===== config.mk =====
export PLATFORM = sky130hd
export DESIGN_NAME = i8085_subset_execute_unit
export DESIGN_NICKNAME = d
export VERILOG_FILES = /design/src/hdl/i8085s_pkg.sv /design/src/hdl/i8085s_alu.sv /design/src/hdl/i8085_subset_execute_unit.sv
export SDC_FILE = /design/constraint.sdc
export NUM_CORES = 1
export LEC_CHECK = 0
export ABC_AREA = 1
export BUFFER_PORTS_ARGS = -buffer_cell sky130_fd_sc_hd__buf_4
export CAP_MARGIN = 40
export CORE_MARGIN = 2
export CORE_UTILIZATION = 55
export DETAILED_ROUTE_END_ITERATION = 6
export MAX_ROUTING_LAYER = met4
export PLACE_DENSITY = 0.83
export SLEW_MARGIN = 20
export SYNTH_ARGS = -nofsm -noshare
export SYNTH_HDL_FRONTEND = slang
export SYNTH_SLANG_ARGS = --single-unit

===== constraint.sdc =====
create_clock -name aclk -period 10.95 [get_ports aclk]
set_input_delay 1.6425 -clock aclk [delete_from_list [all_inputs] [get_ports aclk]]
set_output_delay 1.6425 -clock aclk [all_outputs]
set_load 0.02 [all_outputs]

===== src/hdl/i8085s_pkg.sv =====
`timescale 1ns / 1ps
`default_nettype none
package i8085s_pkg;

    // Flag bit positions.
    localparam int FL_S  = 4;
    localparam int FL_Z  = 3;
    localparam int FL_AC = 2;
    localparam int FL_P  = 1;
    localparam int FL_CY = 0;

    // Opcodes with a fixed encoding.
    localparam logic [7:0] OP_ADI = 8'hC6;
    localparam logic [7:0] OP_ACI = 8'hCE;
    localparam logic [7:0] OP_ANI = 8'hE6;
    localparam logic [7:0] OP_CPI = 8'hFE;
    localparam logic [7:0] OP_CMA = 8'h2F;
    localparam logic [7:0] OP_CMC = 8'h3F;
    localparam logic [7:0] OP_DAA = 8'h27;
    localparam logic [7:0] OP_IN  = 8'hDB;
    localparam logic [7:0] OP_LDA = 8'h3A;
    localparam logic [7:0] OP_JMP = 8'hC3;
    localparam logic [7:0] OP_CALL = 8'hCD;
    localparam logic [7:0] OP_RET = 8'hC9;
    localparam logic [7:0] OP_HLT = 8'h76;

    // Register field codes.
    localparam logic [2:0] REG_M = 3'd6;
    localparam logic [2:0] REG_A = 3'd7;
    localparam logic [1:0] RP_HL = 2'd2;
    localparam logic [1:0] RP_SP = 2'd3;

    // Accumulator unit function codes.
    localparam logic [1:0] FN_ADD = 2'd0;
    localparam logic [1:0] FN_AND = 2'd1;
    localparam logic [1:0] FN_CMP = 2'd2;
    localparam logic [1:0] FN_DAA = 2'd3;

    typedef struct packed {
        logic [7:0] opcode;
        logic [7:0] data_low;
        logic [7:0] data_high;
        logic [7:0] read_data;
    } in_item_t;

    typedef struct packed {
        logic [15:0] next_pc;
        logic [7:0]  acc;
        logic [4:0]  flags;
        logic [15:0] hl_pair;
        logic        mem_write;
        logic [7:0]  mem_write_data;
        logic        halted;
        logic        stack_error;
    } out_item_t;

    // Sign, zero and even parity flags of a result byte.
    function automatic logic [4:0] szp(input logic [7:0] v);
        logic [4:0] f;
        f = '0;
        f[FL_S] = v[7];
        f[FL_Z] = (v == 8'h00);
        f[FL_P] = ~^v;
        return f;
    endfunction

endpackage
`default_nettype wire


===== src/hdl/i8085s_alu.sv =====
`timescale 1ns / 1ps
`default_nettype none
// Arithmetic on the accumulator: add with carry, and, compare, decimal adjust.
module i8085s_alu
    import i8085s_pkg::*;
(
    input  wire logic [7:0] a,
    input  wire logic [7:0] b,
    input  wire logic       cin,
    input  wire logic [4:0] flags_in,
    input  wire logic [1:0] func,
    output logic [7:0]      result,
    output logic [4:0]      flags_out
);

    logic [8:0] sum;
    logic [4:0] nib;
    logic [7:0] diff;
    logic [7:0] corr;
    logic       dcy;
    logic [8:0] dsum;

    always_comb begin
        sum  = {1'b0, a} + {1'b0, b} + {8'd0, cin};
        nib  = {1'b0, a[3:0]} + {1'b0, b[3:0]} + {4'd0, cin};
        diff = a - b;
        corr = '0;
        dcy  = flags_in[FL_CY];
        if (flags_in[FL_AC] || a[3:0] > 4'd9) begin
            corr[3:0] = 4'h6;
        end
        if (flags_in[FL_CY] || a[7:4] > 4'd9 || (a[7:4] >= 4'd9 && a[3:0] > 4'd9)) begin
            corr[7:4] = 4'h6;
            dcy = 1'b1;
        end
        dsum = {1'b0, a} + {1'b0, corr};
        unique case (func)
            FN_ADD: begin
                result = sum[7:0];
                flags_out = szp(sum[7:0]);
                flags_out[FL_AC] = nib[4];
                flags_out[FL_CY] = sum[8];
            end
            FN_AND: begin
                result = a & b;
                flags_out = szp(a & b);
                flags_out[FL_AC] = 1'b1;
            end
            FN_CMP: begin
                result = a;
                flags_out = szp(diff);
                flags_out[FL_AC] = (a[3:0] >= b[3:0]);
                flags_out[FL_CY] = (a < b);
            end
            default: begin
                result = dsum[7:0];
                flags_out = szp(dsum[7:0]);
                flags_out[FL_AC] = ({1'b0, a[3:0]} + {1'b0, corr[3:0]}) > 5'h0F;
                flags_out[FL_CY] = dcy;
            end
        endcase
    end

endmodule
`default_nettype wire


===== src/hdl/i8085_subset_execute_unit.sv =====
`timescale 1ns / 1ps
`default_nettype none
// Executes one instruction of an 8085 subset per transaction. Each accepted
// item is decoded combinationally against the register file, flags, program
// counter and return stack; the result is registered and the next item can
// be accepted in the same cycle, so the unit sustains one instruction per
// clock while m_ready stays high. The result register holds while m_valid is
// high and m_ready is low; a new item is taken whenever that register is
// empty or being drained. Asserting cfg_we loads cfg_wdata into the program
// counter, taking priority over the update from an accepted instruction.
module i8085_subset_execute_unit
    import i8085s_pkg::*;
#(
    parameter int RETURN_DEPTH = 16
) (
    input  wire logic      aclk,
    input  wire logic      aresetn,
    input  wire logic      cfg_we,
    input  wire logic [15:0] cfg_wdata,
    input  wire logic      s_valid,
    output logic           s_ready,
    input  wire in_item_t  s_data,
    output logic           m_valid,
    input  wire logic      m_ready,
    output out_item_t      m_data
);

    localparam int DW = $clog2(RETURN_DEPTH + 1);
    localparam int AW = (RETURN_DEPTH > 1) ? $clog2(RETURN_DEPTH) : 1;

    logic [7:0]  a_reg, a_next;
    logic [7:0]  r_reg [6];
    logic [7:0]  r_next [6];
    logic [15:0] sp_reg, sp_next;
    logic [4:0]  f_reg, f_next;
    logic [15:0] pc_reg, pc_next;
    logic [DW-1:0] dep_reg, dep_next;
    logic        halt_reg, halt_next;
    logic [15:0] stk_reg [RETURN_DEPTH];
    logic        m_valid_reg;
    out_item_t   out_reg, out_next;

    logic        accept;
    in_item_t    d;
    logic [2:0]  src, mid;
    logic [1:0]  rp;
    logic [7:0]  opnd, old8, v8;
    logic [15:0] pv, hl, tgt, pc1, pc2, pc3;
    logic [16:0] dsum;
    logic        cond, push;
    logic [7:0]  alu_b, alu_res;
    logic        alu_cin;
    logic [1:0]  alu_fn;
    logic        alu_use;
    logic [4:0]  alu_f;

    assign accept = s_valid && s_ready;
    assign s_ready = !m_valid_reg || m_ready;
    assign m_valid = m_valid_reg;
    assign m_data = out_reg;
    assign d = s_data;

    i8085s_alu u_alu (
        .a(a_reg), .b(alu_b), .cin(alu_cin), .flags_in(f_reg),
        .func(alu_fn), .result(alu_res), .flags_out(alu_f)
    );

    // Operand selection and condition evaluation.
    always_comb begin
        src = d.opcode[2:0];
        mid = d.opcode[5:3];
        rp  = d.opcode[5:4];
        hl  = {r_reg[4], r_reg[5]};
        opnd = (src == REG_A) ? a_reg : (src == REG_M) ? d.read_data : r_reg[src];
        old8 = (mid == REG_A) ? a_reg : (mid == REG_M) ? d.read_data : r_reg[mid];
        pv  = (rp == RP_SP) ? sp_reg : {r_reg[{rp, 1'b0}], r_reg[{rp, 1'b1}]};
        tgt = {d.data_high, d.data_low};
        pc1 = pc_reg + 16'd1;
        pc2 = pc_reg + 16'd2;
        pc3 = pc_reg + 16'd3;
        dsum = {1'b0, hl} + {1'b0, pv};
        unique case (mid)
            3'd0: cond = !f_reg[FL_Z];
            3'd1: cond = f_reg[FL_Z];
            3'd2: cond = !f_reg[FL_CY];
            3'd3: cond = f_reg[FL_CY];
            3'd4: cond = !f_reg[FL_P];
            3'd5: cond = f_reg[FL_P];
            3'd6: cond = !f_reg[FL_S];
            default: cond = f_reg[FL_S];
        endcase
        alu_use = 1'b1;
        alu_b = opnd;
        alu_cin = 1'b0;
        alu_fn = FN_ADD;
        if (d.opcode[7:3] == 5'b10000) begin
            alu_fn = FN_ADD;
        end else if (d.opcode[7:3] == 5'b10001) begin
            alu_cin = f_reg[FL_CY];
        end else if (d.opcode[7:3] == 5'b10100) begin
            alu_fn = FN_AND;
        end else if (d.opcode[7:3] == 5'b10111) begin
            alu_fn = FN_CMP;
        end else if (d.opcode == OP_ADI) begin
            alu_b = d.data_low;
        end else if (d.opcode == OP_ACI) begin
            alu_b = d.data_low;
            alu_cin = f_reg[FL_CY];
        end else if (d.opcode == OP_ANI) begin
            alu_b = d.data_low;
            alu_fn = FN_AND;
        end else if (d.opcode == OP_CPI) begin
            alu_b = d.data_low;
            alu_fn = FN_CMP;
        end else if (d.opcode == OP_DAA) begin
            alu_fn = FN_DAA;
        end else begin
            alu_use = 1'b0;
        end
    end

    // Next architectural state for the accepted instruction.
    always_comb begin
        a_next = a_reg;
        r_next = r_reg;
        sp_next = sp_reg;
        f_next = f_reg;
        pc_next = pc1;
        dep_next = dep_reg;
        halt_next = halt_reg;
        push = 1'b0;
        v8 = (d.opcode[0] == 1'b0) ? old8 + 8'd1 : old8 - 8'd1;
        out_next = '0;
        if (!halt_reg) begin
            if (alu_use) begin
                a_next = alu_res;
                f_next = alu_f;
                if (d.opcode[7:6] == 2'b11) begin
                    pc_next = pc2;
                end
            end else if (d.opcode[7:6] == 2'b00 && d.opcode[2:1] == 2'b10) begin
                if (mid == REG_A) begin
                    a_next = v8;
                end else if (mid == REG_M) begin
                    out_next.mem_write = 1'b1;
                    out_next.mem_write_data = v8;
                end else begin
                    r_next[mid] = v8;
                end
                f_next = szp(v8);
                f_next[FL_AC] = (d.opcode[0] == 1'b0) ? (old8[3:0] == 4'hF)
                                                      : (old8[3:0] != 4'h0);
                f_next[FL_CY] = f_reg[FL_CY];
            end else if (d.opcode[7:6] == 2'b00 && d.opcode[2:0] == 3'b011) begin
                if (rp == RP_SP) begin
                    sp_next = d.opcode[3] ? pv - 16'd1 : pv + 16'd1;
                end else begin
                    {r_next[{rp, 1'b0}], r_next[{rp, 1'b1}]} =
                        d.opcode[3] ? pv - 16'd1 : pv + 16'd1;
                end
            end else if (d.opcode[7:6] == 2'b00 && d.opcode[3:0] == 4'h9) begin
                {r_next[4], r_next[5]} = dsum[15:0];
                f_next[FL_CY] = dsum[16];
            end else if (d.opcode == OP_CMA) begin
                a_next = ~a_reg;
            end else if (d.opcode == OP_CMC) begin
                f_next[FL_CY] = ~f_reg[FL_CY];
            end else if (d.opcode == OP_IN) begin
                a_next = d.read_data;
                pc_next = pc2;
            end else if (d.opcode == OP_LDA) begin
                a_next = d.read_data;
                pc_next = pc3;
            end else if (d.opcode == OP_JMP) begin
                pc_next = tgt;
            end else if (d.opcode[7:6] == 2'b11 && d.opcode[2:0] == 3'b010) begin
                pc_next = cond ? tgt : pc3;
            end else if (d.opcode == OP_CALL
                         || (d.opcode[7:6] == 2'b11 && d.opcode[2:0] == 3'b100)) begin
                pc_next = pc3;
                if (d.opcode == OP_CALL || cond) begin
                    if (dep_reg >= DW'(RETURN_DEPTH)) begin
                        out_next.stack_error = 1'b1;
                    end else begin
                        push = 1'b1;
                        dep_next = dep_reg + DW'(1);
                        pc_next = tgt;
                    end
                end
            end else if (d.opcode == OP_RET) begin
                if (dep_reg == '0) begin
                    out_next.stack_error = 1'b1;
                end else begin
                    dep_next = dep_reg - DW'(1);
                    pc_next = stk_reg[AW'(dep_reg - DW'(1))];
                end
            end else if (d.opcode == OP_HLT) begin
                halt_next = 1'b1;
            end
        end else begin
            pc_next = pc_reg;
        end
        out_next.next_pc = pc_next;
        out_next.acc = a_next;
        out_next.flags = f_next;
        out_next.hl_pair = {r_next[4], r_next[5]};
        out_next.halted = halt_next;
    end

    // Architectural state and result register.
    always_ff @(posedge aclk) begin
        if (!aresetn) begin
            a_reg <= '0;
            r_reg <= '{default: '0};
            sp_reg <= '0;
            f_reg <= '0;
            pc_reg <= '0;
            dep_reg <= '0;
            halt_reg <= 1'b0;
            m_valid_reg <= 1'b0;
        end else begin
            if (accept) begin
                a_reg <= a_next;
                r_reg <= r_next;
                sp_reg <= sp_next;
                f_reg <= f_next;
                pc_reg <= pc_next;
                dep_reg <= dep_next;
                halt_reg <= halt_next;
                m_valid_reg <= 1'b1;
            end else if (m_ready) begin
                m_valid_reg <= 1'b0;
            end
            if (cfg_we) begin
                pc_reg <= cfg_wdata;
            end
        end
    end

    // Return stack and result payload need no reset.
    always_ff @(posedge aclk) begin
        if (accept && push) begin
            stk_reg[AW'(dep_reg)] <= pc3;
        end
        if (accept) begin
            out_reg <= out_next;
        end
    end

endmodule
`default_nettype wire

==> results.cfg <==
[status]
outcome = finished, violations left
violations = DRC

[worst_setup_path]
start_kind = input port
rr_startpoint = dep_reg[0]
critPathArrivalTime_ns = 6.37
reg2reg_depth = 13
worst_path_largest_cell_delay_ns = 0.44
path_max_fanout = 30
rr_endpoint = m_data[41]
crit_path_end = m_data[28]
criticalPathCategory = input port to flop
path_common_cell = nand2_1
rrSetupSlack_ns = 5.92
slowest_stage = fa_1
required_ns = 11.29
cp-end-kind = flop
worstSetupStartpoint = s_data[24]

[cells_and_area]
largest_register_ffs = 256
multi_input_area_um2 = 12690
layout.nets = 3427
syn2layout_area_growth_pct = 10.70
instances_no_fill = 3924
fillers = 3978
seq_area_um2 = 11380
final_layout_size_suffix_gt1_share_pct = 10.83

[flow_run]
drv_cap = 0

[sta]
rsz0062_at_grt = no
slew_viol_final = 0
worst_slew_pin_slew_ns = 0.8841
tns_ns = 0
fin_crit_ns = 6.029
skew_ns = 0.03484
fin_crit_sh_pct = 55.06
slew_headroom_pct = 40.86
setup_viol = 0
hold_viol_final = 0
clock.fmax_mhz = 165.9

[drt]
wl_per_cell_um = 23.76
ant_nets = 0
firstDrtPassIters = 7
finalWirelength_um = 93230
vias = 24787
drc = 9
avgViaCountPerCell = 6.317
drtIter0Drc = 3221

[logic_synthesis]
synth_area_leaders = edfxtp_1, nand2_1, dfxtp_1, o21ai_0, nor2_1
synth-seq-area-share_pct = 43.67
yosys_warnings = 0
syn-num-nets = 3376
netlist.top_cell.by_area = edfxtp_1
ys_async_sr_fraction_pct = 0
synth-edff-count = 312
netlist_instances = 3229
synth-seq-cells = 412
synth_top_area_share_pct = 35.98
synthFlopType = edfxtp_1
syn_avg_cell_area_um2 = 8.064
syn-cell-area_um2 = 26040
ys_types = 75

[die]
die_area_um2 = 49100
io_pins = 111
die_w_um = 221.6
coreArea_um2 = 46650
initial_utilization_pct = 55.81
die_h_um = 221.6
rows = 79

[global_routing]
antenna_found_initial = 3
grt_use_total_pct = 38.16
first_global_vias = 23192
grt_pass1_wl_um = 138500
globalRoute.totalOverflow = 0
grt_max_degree = 84

[pwr]
power_density_nw_per_um2 = 143.0
p_leak_uw = 0.01174
vdd_drop_max_uv = 124.2

[clock_tree]
clk_pin_slew_ns = 0.07
tritoncts = yes
cts-buffers-inserted = 44
cts_hold_buf = 0
cts.repair.resized = 0
clk_latency_ns = 0.61
clock-sinks = 412
cts-root-buf = clkbuf_16
h-tree-depth = 2
cts_setup_buffers = 0
cts.path.max_buffers = 3

[hold_path]
hp-class = flop to flop
whs_path_depth = 2

[placement]
post-dp-hpwl_um = 65730
portBuffers = 110
dp_cells = 3841
place_congestion = 1.075
worst max-delay path: cells and delay by family:
kind | cells | cell delay, ns
AO/OA/AOI/OAI | 6 | 1.09
adder cells (fa/ha/maj) | 2 | 0.72
AND/OR/NAND/NOR | 9 | 1.31
XOR/XNOR | 3 | 0.52
buffers and inverters | 6 | 1.05
through the flow:
step / instance area [um2] / hold slack [ns] / util, % / total power, uW / worst slack (ns)
final: 28830 / 0.4838 / 61.79 / 4123 / 4.921
after global routing: 28830 / 0.5310 / 61.79 / 4260 / 4.509
after CTS: 28820 / 0.4838 / 61.77 / 4096 / 5.059
after detailed placement: 27380 / 0.4749 / 58.68 / 2612 / 4.462
after global placement: 27220 / 0.4498 / 58.35 / 2604 / 4.503
after floorplan: 26040 / 0.4390 / - / 2331 / 5.460
area by class of cell:
type                       count  area share, %
antenna                        3        0.02604
clock buffer                  54          4.024
clock inverter                26         0.9853
sequential                   412          39.46
timing repair buffer         150          4.206
multi-input combinational   2322          44.02
inverter                     350          4.644
tap                          607          2.635
per-layer routing:
metal  track usage, %  share of wire (%)
met1            44.76                 36
met2            60.49                 46
met3            7.951                 11
met4            23.26                7.2
met5                -                  0
how the worst min path moves through the flow:
stage / startpoint / endpoint / slack [ns]
floorplan: sp_reg[0] / sp_reg[0] / 0.44
global placement: sp_reg[0] / sp_reg[0] / 0.45
detailed placement: sp_reg[0] / sp_reg[0] / 0.47
CTS: sp_reg[0] / sp_reg[0] / 0.48
global route: sp_reg[0] / sp_reg[0] / 0.53
finish: sp_reg[0] / sp_reg[0] / 0.48
placed cells by master, fill, tap and decap left out, types with 58 or more instances in the layout:
master | Yosys | routed
a21oi_1 | 239 | 239
buf_4 | 9 | 142
dfxtp_1 | 100 | 98
edfxtp_1 | 312 | 312
ha_1 | 87 | 86
inv_1 | 311 | 308
nand2_1 | 609 | 609
nand3_1 | 156 | 156
nor2_1 | 359 | 343
o211ai_1 | 83 | 83
o21ai_0 | 368 | 368
xor2_1 | 58 | 58
logic make-up after synthesis:
| family | share of synthesized area [%] |
|---|---|
| AO/OA/AOI/OAI | 20.00 |
| XOR/XNOR | 2.849 |
| adder cells (fa/ha/maj) | 4.718 |
| buffers and inverters | 7.870 |
| flip-flops | 43.67 |
| multiplexers | 0.1153 |
| AND/OR/NAND/NOR | 20.78 |
synth_stat cells, drive strengths merged (2+ instances only):
cell,n
nand2,636
o21ai,403
nor2,385
inv,346
edfxtp,312
a21oi,242
nand3,162
dfxtp,100
ha,87
clkbuf,83
o211ai,83
buf,62
xor2,59
o22ai,39
o221ai,29
xnor2,24
nand4,20
nor3,20
a21boi,18
a31oi,17
a221oi,14
a211oi,12
a22oi,9
nand3b,9
fa,7
o2111ai,7
a21o,6
clkinv,4
o21a,4
o31ai,4
or2,4
a41oi,3
mux2i,3
o311ai,3
and2,2
nor4,2
o21bai,2
o31a,2
where the power goes:
part	leakage, uW	switching (uW)	internal (uW)	total (uW)
Sequential	0.00368	48.5	1730	1780
Clock	0.000700	652	857	1510
Combinational	0.00736	569	267	836
Note: power is estimated with default switching activity, not from simulation.
